--- config.mk ---
export PLATFORM = sky130hd
export DESIGN_NAME = crr_queue
export DESIGN_NICKNAME = d
export VERILOG_FILES = /design/src/sv/crr_pkg.sv /design/src/sv/crr_queue.sv
export SDC_FILE = /design/constraint.sdc
export NUM_CORES = 1
export LEC_CHECK = 0
export BUFFER_PORTS_ARGS = -buffer_cell sky130_fd_sc_hd__buf_4
export CORE_AREA = 2 2 647 649
export DETAILED_ROUTE_END_ITERATION = 12
export DIE_AREA = 0 0 649 651
export HOLD_SLACK_MARGIN = 0.06
export PLACE_DENSITY = 0.43
export SKIP_LAST_GASP = 1
export SLEW_MARGIN = 0
export SYNTH_ARGS = -nofsm -noshare
export SYNTH_HDL_FRONTEND = slang
export SYNTH_SLANG_ARGS = --single-unit
--- constraint.sdc ---
create_clock -name clk -period 42.8 [get_ports clk]
set_input_delay 4.28 -clock clk [delete_from_list [all_inputs] [get_ports clk]]
set_output_delay 4.28 -clock clk [all_outputs]
set_load 0.005 [all_outputs]
--- src/sv/crr_pkg.sv ---
// Shared types and constants for the Catmull-Rom ribbon interpolator.
// No dependencies; every other file of the block imports this package.
`default_nettype none

package crr_pkg;

  // Sample geometry: six coordinates per sample, four samples in the window.
  localparam int COORDS = 6;
  localparam int WIN = 4;
  localparam int FILL_W = 3;

  // Field widths on the result channel.
  localparam int STEP_W = 4;

  // Width of the exact curve numerator (largest magnitude stays below 2^48).
  localparam int NW = 50;

  // Register stages from lane input to lane result.
  localparam int LANE_LAT = 10;

  // Defaults for the top-level parameters.
  localparam int STEPS_DEF = 10;
  localparam int QUEUE_DEPTH_DEF = 2;

  // Curve coefficients of one coordinate, taken from window samples P0..P3.
  typedef struct packed {
    logic signed [31:0] p1;  // P1
    logic signed [32:0] a;   // P2 - P0
    logic signed [35:0] b;   // 2P0 - 5P1 + 4P2 - P3
    logic signed [35:0] c;   // -P0 + 3P1 - 3P2 + P3
  } coef_t;

  // Coefficients of all six coordinates of one segment.
  typedef coef_t [COORDS-1:0] coef_set_t;

endpackage

`default_nettype wire

--- src/sv/crr_queue.sv ---
// Small first-in first-out queue of coefficient sets between the front end
// and the back end. Uses crr_pkg for the entry type.
`default_nettype none

module crr_queue import crr_pkg::*; #(
  parameter int DEPTH = QUEUE_DEPTH_DEF
) (
  input  wire logic       clk,
  input  wire logic       rst,
  input  wire logic       push,
  input  wire coef_set_t  wdata,
  output logic            full,
  input  wire logic       pop,
  output coef_set_t       rdata,
  output logic            valid
);

  localparam int PW = (DEPTH > 1) ? $clog2(DEPTH) : 1;
  localparam int CW = $clog2(DEPTH + 1);

  coef_set_t     mem [DEPTH];
  logic [PW-1:0] wr_ptr;
  logic [PW-1:0] rd_ptr;
  logic [CW-1:0] count;

  assign full  = (count == CW'(DEPTH));
  assign valid = (count != '0);
  assign rdata = mem[rd_ptr];

  // Entry storage.
  always_ff @(posedge clk) begin
    if (push) begin
      mem[wr_ptr] <= wdata;
    end
  end

  // Pointers wrap at the depth; the count tracks occupancy.
  always_ff @(posedge clk) begin
    if (rst) begin
      wr_ptr <= '0;
      rd_ptr <= '0;
      count  <= '0;
    end else begin
      if (push) begin
        wr_ptr <= (wr_ptr == PW'(DEPTH - 1)) ? '0 : PW'(wr_ptr + 1'b1);
      end
      if (pop) begin
        rd_ptr <= (rd_ptr == PW'(DEPTH - 1)) ? '0 : PW'(rd_ptr + 1'b1);
      end
      if (push && !pop) begin
        count <= CW'(count + 1'b1);
      end else if (pop && !push) begin
        count <= CW'(count - 1'b1);
      end
    end
  end

endmodule

`default_nettype wire

# --- Word level (Yosys, flattened, before mapping) ---
# Memory sizes are Yosys's and may differ from the RTL's. A register that Yosys moved wholly into a read port is not among the register bits.
# Cells that the tools add are included.
# Widths: inputs -> output; s select.
totals:
  register_bits: 4
  ramBits: 1644
  input_bits: 826
  output_inout_bits: 824
  elab_cells: 23
  n_memories: 1
mem_list:
  columns: ["name", "words", "word_bits", "rd", "rd_ports_with_merged_regs", "wr", "line_no", "source"]
  rows:
  - ["mem", 2, 822, 1, 1, 1, "crr_queue.sv:21", "coef_set_t mem [DEPTH];"]
op_classes:
  add_sub_neg: 4
  eq_ne: 1
  n_mux: 8
  n_reduce_logical: 6
op_table:
  columns: ["operator", "n"]
  rows:
  - ["$mux 1", 6]
  - ["$mux 2", 2]
  - ["$reduce_bool 2->1", 2]
  - ["$add 1x1->1 const B", 2]
  - ["$add 2x1->2 const B", 1]
  - ["$eq 2x2->1 const B", 1]
  - ["$logic_and 1x1->1", 2]
  - ["$logic_not 1->1", 2]
  - ["$sub 2x1->2 const B", 1]

# --- Logic depth before layout (Yosys ltp) ---
depth:
  ltp_word: 4
  mapped_depth: 5
  ltp_nobuf: 5

# --- Worst setup path before layout ---
# No wires, ideal clock.
synth_timing:
  kind: "input -> register"
  start: "input push"
  end: "memory mem[0][0] (netlist bit) (enable)"
  setup_time_ps: 2130
  arrival_ps: 39472
  t_required_ps: 40670
  setup_slack_ps: 1198
  path_stages: 1
  n_path_buf: 0
  path_cell_list: "nor2b_1"
synth_between:
  elab_chain_cells: 2
synth_rtl:
  columns: ["item", "line_no", "source"]
  rows:
  - ["start, declared", "crr_queue.sv:10", "input wire logic push,"]
  - ["$mux 1", "crr_queue.sv:32", "if (push) begin"]
  - ["$mux 1 (implied by the code)", "crr_queue.sv:33", "mem[wr_ptr] <= wdata;"]
  - ["end, declared", "crr_queue.sv:21", null]
# Every way passes these cells.

==> flow_metrics.env <==
export IMPL_outcome="complete, no violations"
export IMPL_slowest_delay_ns=0.87
export IMPL_peakVddDrop_mv=0.0304
export IMPL_seqPwrFrac=0.472
export IMPL_pin_count=1650
export IMPL_cp_top_family="buffers and inverters"
export IMPL_maxSlewHeadroom=0.169
export IMPL_die_area_mm2=0.422
export IMPL_endpoint_kind="output pin"
export IMPL_placement_rows=237
export IMPL_via_per_inst=3.36
export IMPL_syn_nets=3406
export IMPL_die_h_um=651
export IMPL_yosys_cell_count_top_type="edfxtp_1"
export IMPL_htree_levels=4
export IMPL_synth_common_cells="edfxtp_1 (1644), mux2_2 (822), buf_6 (49)"
export IMPL_ys_warn_count=0
export IMPL_fin_crit_sh=0.229
export IMPL_path_max_fanout=64
export IMPL_syn_area_mm2=0.0596
export IMPL_power_switching_uw=978
export IMPL_worst_ep_arrival_time_ns=5.52
export IMPL_drt_first_pass_iters=5
export IMPL_final_cells=10100
export IMPL_wl_per_cell_um=29.3
export IMPL_cts_resized_gates=0
export IMPL_fillers=44000
export IMPL_p_sw_frac=0.241
export IMPL_cts_num_sinks=1649
export IMPL_track_usage=0.133
export IMPL_hold_buffers=0
export IMPL_grt_pass1_wl_um=368000
export IMPL_ys_flop_type="edfxtp_1"
export IMPL_fp_dieW_um=649
export IMPL_cts_made_buffers=198
export IMPL_drc=0
export IMPL_post_cts_buffers=0
export IMPL_ys_async_sr_fraction=0
export IMPL_p_total_mw=4.06
export IMPL_drive_gt1_frac=0.615
export IMPL_avgSynthCellArea_um2=23.1
export IMPL_path_class="reg -> out"
export IMPL_area_growth_syn_to_layout_pct=42.1
export IMPL_place_inst=9674
export IMPL_rsz0062_at_grt="no"
export IMPL_fmax_mhz=102
export IMPL_critPathLaunchType="flip-flop"
export IMPL_start_util=0.144
export IMPL_met1Wirelength_um=103000
export IMPL_stdcell_area_mm2=0.0847
export IMPL_clk_path_buf_depth=4
export IMPL_dp_hpwl_um=241000
export IMPL_required_ns=38.52
export IMPL_dr_total_vias=33800
export IMPL_finalWeightedCongestion=0.897
export IMPL_fin_util=0.204
export IMPL_maxSlewViolCount=0
export IMPL_drtIter0Drc=2715
export IMPL_io_buffers=1649
export IMPL_synth_distinct_cells=17
export IMPL_path_cells="buf_4 > buf_4 > buf_4 > buf_4 > mux2_2 > buf_4"
export IMPL_cap_violations=0
export IMPL_yosysTopAreaCellShare=0.828
export IMPL_core_area_mm2=0.415
export IMPL_route_met2_wl_um=154000
export IMPL_tightestPinTransition_ns=1.25
export IMPL_clk_pin_slew_ns=0.06
export IMPL_crit_top_cell="buf_4"
export IMPL_combPwrFrac=0.124
export IMPL_finalSetupTns_ns=0
export IMPL_critPathBufInv=5
export IMPL_synth_yosys_seq_area_share=0.830
export IMPL_drt_wl_total_um=295000
export IMPL_synthCells=2579
export IMPL_synth_area_leaders="edfxtp_1 (83%), mux2_2 (16%), buf_6 (0.93%), buf_2 (0.22%), buf_4 (0.20%)"
export IMPL_p_int_mw=3.08
export IMPL_grt_overflow=0
export IMPL_final_nets=5204
export IMPL_met3_length_um=27800
export IMPL_p_leak_nw=29.8
export IMPL_dpl_instance_area_mm2=0.0784
export IMPL_grt_max_degree=166
export IMPL_hold_violations=0
export IMPL_clock_skew_ns=0.0697
export IMPL_clockPowerShare=0.404
export IMPL_antenna_found_initial=255
export IMPL_worstSkewPairLatency_ns=0.87
export IMPL_antenna_left=0
export IMPL_slowest_stage="buf_4"
export IMPL_ys_ff_latch=1649
export IMPL_grt_pass1_vias=33900
export IMPL_hold_path_class="reg -> reg"
export IMPL_maxUsedRoutingLayer="met5"
export IMPL_setup_viol=0
export IMPL_root_buffer="clkbuf_16"
export IMPL_synth_edf_count=1644
export IMPL_fin_crit_ns=9.80
export IMPL_p_per_area_mw_per_mm2=47.9
export IMPL_yosys_area_top_type="edfxtp_1"
export IMPL_cts_tree="built"
==> stage by stage <==
step	hold WS (ns)	setup slack [ns]
global route	0.528	32.61
finish	0.517	33.00
floorplan	0.456	1.20
detailed placement	0.500	33.08
CTS	0.515	32.77
global placement	0.478	33.17
==> flip-flops by register name, summed over array words and instances (netlist names), named ones only <==
register and cells:
mem 1644, wr_ptr 1, count 2, rd_ptr 1
==> metal layers <==
layer,vias up,global-route usage
met4,88,0.0371
met1,17300,0.139
met5,-,0
li1,14000,-
met2,1692,0.245
met3,638,0.0546
==> power by group through the flow <==
| stage | clock network (mW) | logic, mW | registers (mW) |
|---|---|---|---|
| floorplan | 0 | 0.184 | 2.05 |
| global placement | 0 | 0.514 | 1.95 |
| detailed placement | 0 | 0.518 | 1.95 |
| CTS | 1.70 | 0.521 | 1.92 |
| global route | 1.76 | 0.531 | 1.92 |
| finish | 1.64 | 0.501 | 1.92 |
==> layout make-up <==
class                           count  area, um2  area share
Timing Repair Buffer             1689      12700       0.150
Antenna cell                       44        110     0.00130
Inverter                            1       3.75   0.0000443
Clock buffer                      242       5180      0.0612
Tap cell                         5497       6880      0.0812
Sequential cell                  1649      49500       0.584
Clock inverter                    104       1010      0.0120
Multi-Input combinational cell    838       9370       0.111
==> tightest hold or removal path, cell delays in order (launching register included) <==
cell and delay [ns]:
dfxtp_1 0.32, xnor2_1 0.08, nor2_1 0.08
==> logic make-up after synthesis <==
kind of cell / count (synthesis) / synth area share
xor gates and xnor gates: 4 / 0.000588
adders and majority gates: 1 / 0.000210
AOI/OAI and AO/OA: 2 / 0.000168
and+or+nand+nor: 9 / 0.000776
buffers and inverters: 92 / 0.0135
DFF: 1649 / 0.830
muxes: 822 / 0.155
==> worst paths after layout <==
kind / startpoint / cells after the start / end / slack [ns]
hold / removal: rd_ptr / 2 / rd_ptr / 0.52
setup reg to reg: wr_ptr / 6 / mem[1][409] / 37.15
setup / recovery: flip-flop / 6 / rdata[518] / 33.00
hold reg to reg: rd_ptr / 2 / rd_ptr / 0.52
==> cells in the final DEF (no fill, tap or decap), drive strengths merged <==
cell type and n:
nor2b 2, dfxtp 5, edfxtp 1644, buf 1689
clkinvlp 2, o21ai 1, and2 1, xnor2 2
clkbuf 242, xor2 2, diode 44, clkinv 78
a21oi 1, inv 10, bufinv 15, or3 1
mux2 822, or2 1, nor2 4, ha 1
Power figures use the tool's default switching activity.
