--- src/sv/crr_pkg.sv ---
// Shared types and constants for the Catmull-Rom ribbon interpolator.
// No dependencies; every other file of the block imports this package.
`default_nettype none

package crr_pkg;

  // Sample geometry: six coordinates per sample, four samples in the window.
  localparam int COORDS = 6;
  localparam int WIN = 4;
  localparam int FILL_W = 3;

  // Field widths on the result channel.
  localparam int STEP_W = 4;

  // Width of the exact curve numerator (largest magnitude stays below 2^48).
  localparam int NW = 50;

  // Register stages from lane input to lane result.
  localparam int LANE_LAT = 10;

  // Defaults for the top-level parameters.
  localparam int STEPS_DEF = 10;
  localparam int QUEUE_DEPTH_DEF = 2;

  // Curve coefficients of one coordinate, taken from window samples P0..P3.
  typedef struct packed {
    logic signed [31:0] p1;  // P1
    logic signed [32:0] a;   // P2 - P0
    logic signed [35:0] b;   // 2P0 - 5P1 + 4P2 - P3
    logic signed [35:0] c;   // -P0 + 3P1 - 3P2 + P3
  } coef_t;

  // Coefficients of all six coordinates of one segment.
  typedef coef_t [COORDS-1:0] coef_set_t;

endpackage

`default_nettype wire

--- src/sv/crr_ifs.sv ---
// Valid/ready channel interfaces for samples in and interpolated pairs out.
// Depends on crr_pkg for the step index width.
`default_nettype none

interface crr_in_if;
  logic               valid;
  logic               ready;
  logic signed [31:0] begin_x;
  logic signed [31:0] begin_y;
  logic signed [31:0] begin_z;
  logic signed [31:0] end_x;
  logic signed [31:0] end_y;
  logic signed [31:0] end_z;
  logic               restart;

  modport source (
    output valid, begin_x, begin_y, begin_z, end_x, end_y, end_z, restart,
    input  ready
  );
  modport sink (
    input  valid, begin_x, begin_y, begin_z, end_x, end_y, end_z, restart,
    output ready
  );
endinterface


`default_nettype wire

--- src/sv/crr_front.sv ---
// Front end: takes sample transfers, keeps the four-sample window and the
// fill count, and pushes one coefficient set per full window. Uses crr_pkg.
`default_nettype none

module crr_front import crr_pkg::*; (
  input  wire logic  clk,
  input  wire logic  rst,
  crr_in_if.sink     samples,
  output coef_set_t  wdata,
  output logic       push,
  input  wire logic  full
);

  logic [31:0]       win [WIN][COORDS];
  logic [31:0]       in_c [COORDS];
  logic [FILL_W-1:0] fill;
  logic [FILL_W-1:0] fill_next;
  logic              emit;
  logic              accept;

  // A pending coefficient set blocks new samples until the queue takes it.
  assign samples.ready = !emit || !full;
  assign accept        = samples.valid && samples.ready;
  assign push          = emit && !full;

  assign in_c[0] = samples.begin_x;
  assign in_c[1] = samples.begin_y;
  assign in_c[2] = samples.begin_z;
  assign in_c[3] = samples.end_x;
  assign in_c[4] = samples.end_y;
  assign in_c[5] = samples.end_z;

  // Restart makes this sample the first one held; the count saturates.
  always_comb begin
    if (samples.restart) begin
      fill_next = FILL_W'(1);
    end else if (fill == FILL_W'(WIN)) begin
      fill_next = fill;
    end else begin
      fill_next = FILL_W'(fill + 1'b1);
    end
  end

  // Fill count and the pending flag for a full window.
  always_ff @(posedge clk) begin
    if (rst) begin
      fill <= '0;
      emit <= 1'b0;
    end else if (accept) begin
      fill <= fill_next;
      emit <= (fill_next == FILL_W'(WIN));
    end else if (push) begin
      emit <= 1'b0;
    end
  end

  // Window shift. Entries older than a restart are never read, because the
  // fill count keeps them out of any coefficient set.
  always_ff @(posedge clk) begin
    if (accept) begin
      for (int i = 0; i < WIN - 1; i++) begin
        win[i] <= win[i+1];
      end
      for (int j = 0; j < COORDS; j++) begin
        win[WIN-1][j] <= in_c[j];
      end
    end
  end

  // Coefficients of every coordinate from the held window.
  always_comb begin
    logic signed [35:0] p0, p1, p2, p3, d;
    for (int j = 0; j < COORDS; j++) begin
      p0 = 36'($signed(win[0][j]));
      p1 = 36'($signed(win[1][j]));
      p2 = 36'($signed(win[2][j]));
      p3 = 36'($signed(win[3][j]));
      d  = p1 - p2;
      wdata[j].p1 = $signed(win[1][j]);
      wdata[j].a  = 33'(p2 - p0);
      wdata[j].b  = (p0 <<< 1) - ((p1 <<< 2) + p1) + (p2 <<< 2) - p3;
      wdata[j].c  = p3 - p0 + (d <<< 1) + d;
    end
  end

endmodule

`default_nettype wire

--- src/flat_wrapper.sv ---
// flat-port wrapper written by rule: the top's interface ports become plain ports
module crr_front_flat import crr_pkg::*;
  (clk, rst, wdata, push, full, samples_valid, samples_begin_x, samples_begin_y, samples_begin_z, samples_end_x, samples_end_y, samples_end_z, samples_restart, samples_ready);
  crr_in_if samples_i ();
  input  wire logic clk;
  input  wire logic rst;
  output coef_set_t wdata;
  output logic push;
  input  wire logic full;
  input wire logic [$bits(samples_i.valid)-1:0] samples_valid;
  input wire logic [$bits(samples_i.begin_x)-1:0] samples_begin_x;
  input wire logic [$bits(samples_i.begin_y)-1:0] samples_begin_y;
  input wire logic [$bits(samples_i.begin_z)-1:0] samples_begin_z;
  input wire logic [$bits(samples_i.end_x)-1:0] samples_end_x;
  input wire logic [$bits(samples_i.end_y)-1:0] samples_end_y;
  input wire logic [$bits(samples_i.end_z)-1:0] samples_end_z;
  input wire logic [$bits(samples_i.restart)-1:0] samples_restart;
  output wire logic [$bits(samples_i.ready)-1:0] samples_ready;
  assign samples_i.valid = samples_valid;
  assign samples_i.begin_x = samples_begin_x;
  assign samples_i.begin_y = samples_begin_y;
  assign samples_i.begin_z = samples_begin_z;
  assign samples_i.end_x = samples_end_x;
  assign samples_i.end_y = samples_end_y;
  assign samples_i.end_z = samples_end_z;
  assign samples_i.restart = samples_restart;
  assign samples_ready = samples_i.ready;
  crr_front u_core (.clk(clk), .rst(rst), .samples(samples_i), .wdata(wdata), .push(push), .full(full));
endmodule
--- config.mk ---
export PLATFORM = sky130hd
export DESIGN_NAME = crr_front_flat
export DESIGN_NICKNAME = d
export VERILOG_FILES = /design/src/sv/crr_pkg.sv /design/src/sv/crr_ifs.sv /design/src/sv/crr_front.sv /design/src/flat_wrapper.sv
export SDC_FILE = /design/constraint.sdc
export NUM_CORES = 2
export LEC_CHECK = 0
export ABC_AREA = 0
export BUFFER_PORTS_ARGS = -buffer_cell sky130_fd_sc_hd__buf_2
export CAP_MARGIN = 20
export CELL_PAD_IN_SITES_DETAIL_PLACEMENT = 0
export CELL_PAD_IN_SITES_GLOBAL_PLACEMENT = 1
export CORE_MARGIN = 1
export CORE_UTILIZATION = 48
export DETAILED_ROUTE_END_ITERATION = 7
export GPL_TIMING_DRIVEN = 1
export PLACE_DENSITY = 0.91
export SLEW_MARGIN = 10
export SYNTH_ARGS = -nofsm -noshare
export SYNTH_HDL_FRONTEND = slang
export SYNTH_SLANG_ARGS = --single-unit
--- constraint.sdc ---
create_clock -name clk -period 24.8 [get_ports clk]
set_clock_uncertainty 0.05 [all_clocks]
set_input_delay 4.96 -clock clk [delete_from_list [all_inputs] [get_ports clk]]
set_output_delay 4.96 -clock clk [all_outputs]
set_load 0.05 [all_outputs]
* Word level (Yosys, flattened, before mapping)
Memory sizes are Yosys's and may differ from the RTL's.
Index checks and enable logic that the tools add are counted.
** Word-level totals
- Flip-flop bits (word level) :: 4
- Bits in writable memories :: 768
- Input port bits :: 197
- Output and inout port bits :: 824
- Memories :: 1
** Memory list
- u_core.win :: words 4, bits a word 192, read ports 4, clocked after Yosys merged registers in 0, wr ports 4, line crr_front.sv:14 : logic [31:0] win [WIN][COORDS];
** Cells by class
- $add $sub $neg :: 55
- Equal/unequal tests :: 2
- Multiplexer cells :: 6
- Reduce and logical (&&, ||, !) cells :: 6
** Operators with widths (number)
- subtractor 32 x 32 -> 33 bit :: 18
- adder 36 bit :: 10
- adder 36 x 34 -> 36 bit :: 6
- subtractor 33 x 35 -> 36 bit :: 6
- subtractor 36 x 32 -> 36 bit :: 6
- adder 34 x 32 -> 35 bit :: 6
- adder 35 x 33 -> 36 bit :: 1
- adder 33 x 34 -> 35 bit :: 1
- equality test 3 bit, second input constant :: 2
- 2-to-1 mux 3 bit :: 2
- 2-to-1 mux 1 bit :: 4
- adder 3 x 1 -> 3 bit, second input constant :: 1
- logical AND 1 bit :: 2
- zero test 1 bit :: 2
- nonzero test 2 bit :: 1
- logical OR 1 bit :: 1

* Depth between registers and ports, before layout
- Word-level depth :: 5
- Mapped depth :: 26
- Gate-level depth less buffers :: 25

* Worst setup path after synthesis
No wires, ideal clock.
- Kind :: input to register
- Start point :: in full
- End point :: reg u_core.fill[0]
- Library setup time :: 0.126 ns
- Data arrival time :: 22.142 ns
- Setup slack :: 2.482 ns
- Stages on the path :: 5
- Buffers on the path :: 0
- Cell sequence :: nand2_1 -> nand2_1 -> inv_1 -> o21ai_0 -> a211oi_1
** On the way
- Cells in the longest elaborated chain, start to end :: 3
** Ends and longest elaborated chain
- start, declared :: line flat_wrapper.sv:9 : input wire logic full;
- zero test 1 bit :: line crr_front.sv:22 : assign samples.ready = !emit || !full;
- logical OR 1 bit :: line crr_front.sv:22
- logical AND 1 bit :: line crr_front.sv:23 : assign accept = samples.valid && samples.ready;
- via u_core.accept :: line crr_front.sv:19 : logic accept;
- end signal, assigned :: line crr_front.sv:50 : fill <= fill_next;
- end, declared :: line crr_front.sv:16 : logic [FILL_W-1:0] fill;
The timed path passes the listed nets, and every way through them passes these cells.
A chain may end at the register's enable or synchronous reset.

==> results.sh <==
export IMPL_fmax_mhz=76.1
export IMPL_slowest_stage="a311oi_1"
export IMPL_floorplan_initialDensity_pct=48.5
export IMPL_post_cts_setup_buffer_count=0
export IMPL_worstSetupEndpointType="output pin"
export IMPL_nFillCells=17234
export IMPL_io_buffers=1020
export IMPL_yosysMostFrequentCell="inv_1"
export IMPL_crit_type="reg -> out"
export IMPL_max_stage_delay_ns=0.78
export IMPL_dp_hpwl_mm=240
export IMPL_drv_slew=0
export IMPL_hold_path_class="reg -> reg"
export IMPL_cts_hold_buf=0
export IMPL_antenna_found_initial=27
export IMPL_wl_mm=286
export IMPL_fin_crit_sh_pct=53.0
export IMPL_async_flop_share_pct=0
export IMPL_die_width_um=441
export IMPL_cts_buffer_depth=3
export IMPL_vias=75925
export IMPL_route_detailed_drc=0
export IMPL_avgRoutedWirePerCell_um=21.6
export IMPL_yosysTopAreaCell="edfxtp_1"
export IMPL_area_growth_pct=12.0
export IMPL_path_cells="inv_1 -> ha_1 -> inv_1 -> fa_1 -> a21oi_1 -> o21bai_1 -> nor4_1 -> o21ai_1 -> a311oi_1 -> o21ai_0 -> a31oi_1 -> xnor2_1 -> fa_1 -> ha_1 -> and3_1 -> nand2_1 -> nor2_1 -> a21oi_1 -> o21ai_0 -> a21boi_0 -> xnor2_1 -> buf_2"
export IMPL_fin_crit_ns=13.14
export IMPL_cp_data_arrival_time_ns=8.13
export IMPL_avgSynthCellArea_um2=9.57
export IMPL_required_ns=19.79
export IMPL_path_clk_slew_ns=0.05
export IMPL_drtPass1Iterations=6
export IMPL_clock_root_buffer="clkbuf_16"
export IMPL_startpoint_type="register"
export IMPL_die_y_um=441
export IMPL_grt_pass1_vias=74317
export IMPL_worstMarginPinSlew_ns=1.09
export IMPL_status="completed"
export IMPL_synth_area_leaders="edfxtp_1, fa_1, ha_1"
export IMPL_synth_common_cells="inv_1, ha_1, fa_1"
export IMPL_hp_start="u_core.win[3][32]"
export IMPL_syn_nets=11669
export IMPL_grt_pass1_wl_mm=430
export IMPL_relSlewSlack_pct=27.6
export IMPL_die_area_um2=194000
export IMPL_clock_sinks=772
export IMPL_num_io_pins=1021
export IMPL_grt_start_max_net_pins=136
export IMPL_numCtsBuffers=101
export IMPL_ys_warn_count=0
export IMPL_synth_seq_cells=772
export IMPL_avgViaCountPerCell=5.73
export IMPL_nets=12645
export IMPL_synth_area_um2=92500
export IMPL_post_cts_resized=0
export IMPL_coreArea_um2=191000
export IMPL_regArea_um2=23100
export IMPL_ys_seq_area_share_pct=25.0
export IMPL_ant_nets=0
export IMPL_cts_tree="done"
export IMPL_max_cap_violations=0
export IMPL_layout_drive_gt1_share_pct=12.0
export IMPL_setup_tns_final_ns=0
export IMPL_synth_cells=9660
export IMPL_clkLatencyLatePin_ns=0.76
export IMPL_dr_first_iter_drc_count=5398
export IMPL_finalHoldViolations=0
export IMPL_gp_congestion=0.999
export IMPL_rr_startpoint="u_core.emit"
export IMPL_synth_edf_count=768
export IMPL_yosysUniqueCellTypes=94
export IMPL_overflow=0
export IMPL_htreeDepth=3
export IMPL_row_count=160
export IMPL_synth_top_area_share_pct=24.9
export IMPL_setup_viol=0
export IMPL_critPathLaunch="u_core.win[1][128]"
export IMPL_grt_setup_unrepaired="false"
export IMPL_grt_usage_pct=28.7
export IMPL_multi_input_area_um2=63200
export IMPL_cp_max_fo=7
export IMPL_synth_main_ff_cell="edfxtp_1"
-- sequential cells by signal (all words and copies together) (netlist names) --
| signal | cells |
|---|---|
| u_core.emit | 1 |
| u_core.win | 768 |
| u_core.fill | 3 |
-- placed cells by master, fill, tap and decap left out, drive strengths merged, types with 125 or more instances in the layout --
| master | instances |
|---|---|
| edfxtp | 768 |
| nand3 | 183 |
| o21ai | 486 |
| nor2b | 133 |
| fa | 834 |
| ha | 978 |
| xnor2 | 549 |
| buf | 1033 |
| nand2 | 474 |
| a21o | 502 |
| nand2b | 125 |
| xor2 | 300 |
| nor2 | 450 |
| a21oi | 835 |
| inv | 1469 |
| a31oi | 129 |
-- area by class of cell --
type	count	area share [%]
well taps	2511	3.03
inverters	1456	5.28
multi-input cells	7271	61.0
flip-flops and latches	772	22.3
clock buffers	110	2.51
diodes	18	0.0435
clock inverters	77	0.719
repair buffers	1034	5.03
-- routing by layer --
metal  GRT usage (%)  up-vias  share of wire [%]
met5               0        -              0.021
met4            22.8       10                9.1
met3            4.20      655                6.1
met2            45.2     2672                 45
met1            35.3    36735                 39
li1                -    35853                  -
-- per-stage QoR --
stage / setup WS, ns / hold slack, ns / instance area [µm²] / std cells / utilization, %
floorplan: 2.48 / 0.376 / 92500 / 9660 / -
global placement: 12.62 / 0.383 / 100000 / 13043 / 52.5
detailed placement: 12.58 / 0.388 / 100000 / 13043 / 52.5
CTS: 11.69 / 0.400 / 104000 / 13230 / 54.3
global route: 11.38 / 0.420 / 104000 / 13246 / 54.3
finish: 11.66 / 0.399 / 104000 / 13249 / 54.3
-- worst max-delay path, delay by kind of cell (launching register included) --
kind	cells	cell delay [ns]
AOI/OAI and AO/OA	9	2.92
xor gates and xnor gates	2	0.73
adders and majority gates	4	1.51
buffers and inverters	3	0.57
DFF	1	0.46
and+or+nand+nor	4	1.20
-- final timing paths --
| check | to | slack [ns] | depth (start not counted) |
|---|---|---|---|
| worst min register to register | u_core.win[2][32] | 0.40 | 0 |
| worst max register to register | u_core.win[2][52] | 20.37 | 6 |
| worst min-delay path | u_core.win[2][32] | 0.40 | 0 |
| worst max-delay path | wdata[167] | 11.66 | 22 |
-- cells by family (layout without fill, tap and decap cells) --
group / count (synthesis) / count (layout) / synth area share, %
AO/OA/AOI/OAI: 2706 / 2706 / 18.8
buffers and inverters: 1617 / 2677 / 6.58
XOR/XNOR: 849 / 849 / 8.04
flip-flops: 772 / 772 / 25.0
adder cells (fa/ha/maj): 1812 / 1812 / 31.3
other: 0 / 18 / 0
multiplexers: 12 / 12 / 0.134
AND/OR/NAND/NOR: 1892 / 1892 / 10.1
Power is not shown: default switching activity piles up to over one toggle a cycle in this logic, so the estimate is an artifact.
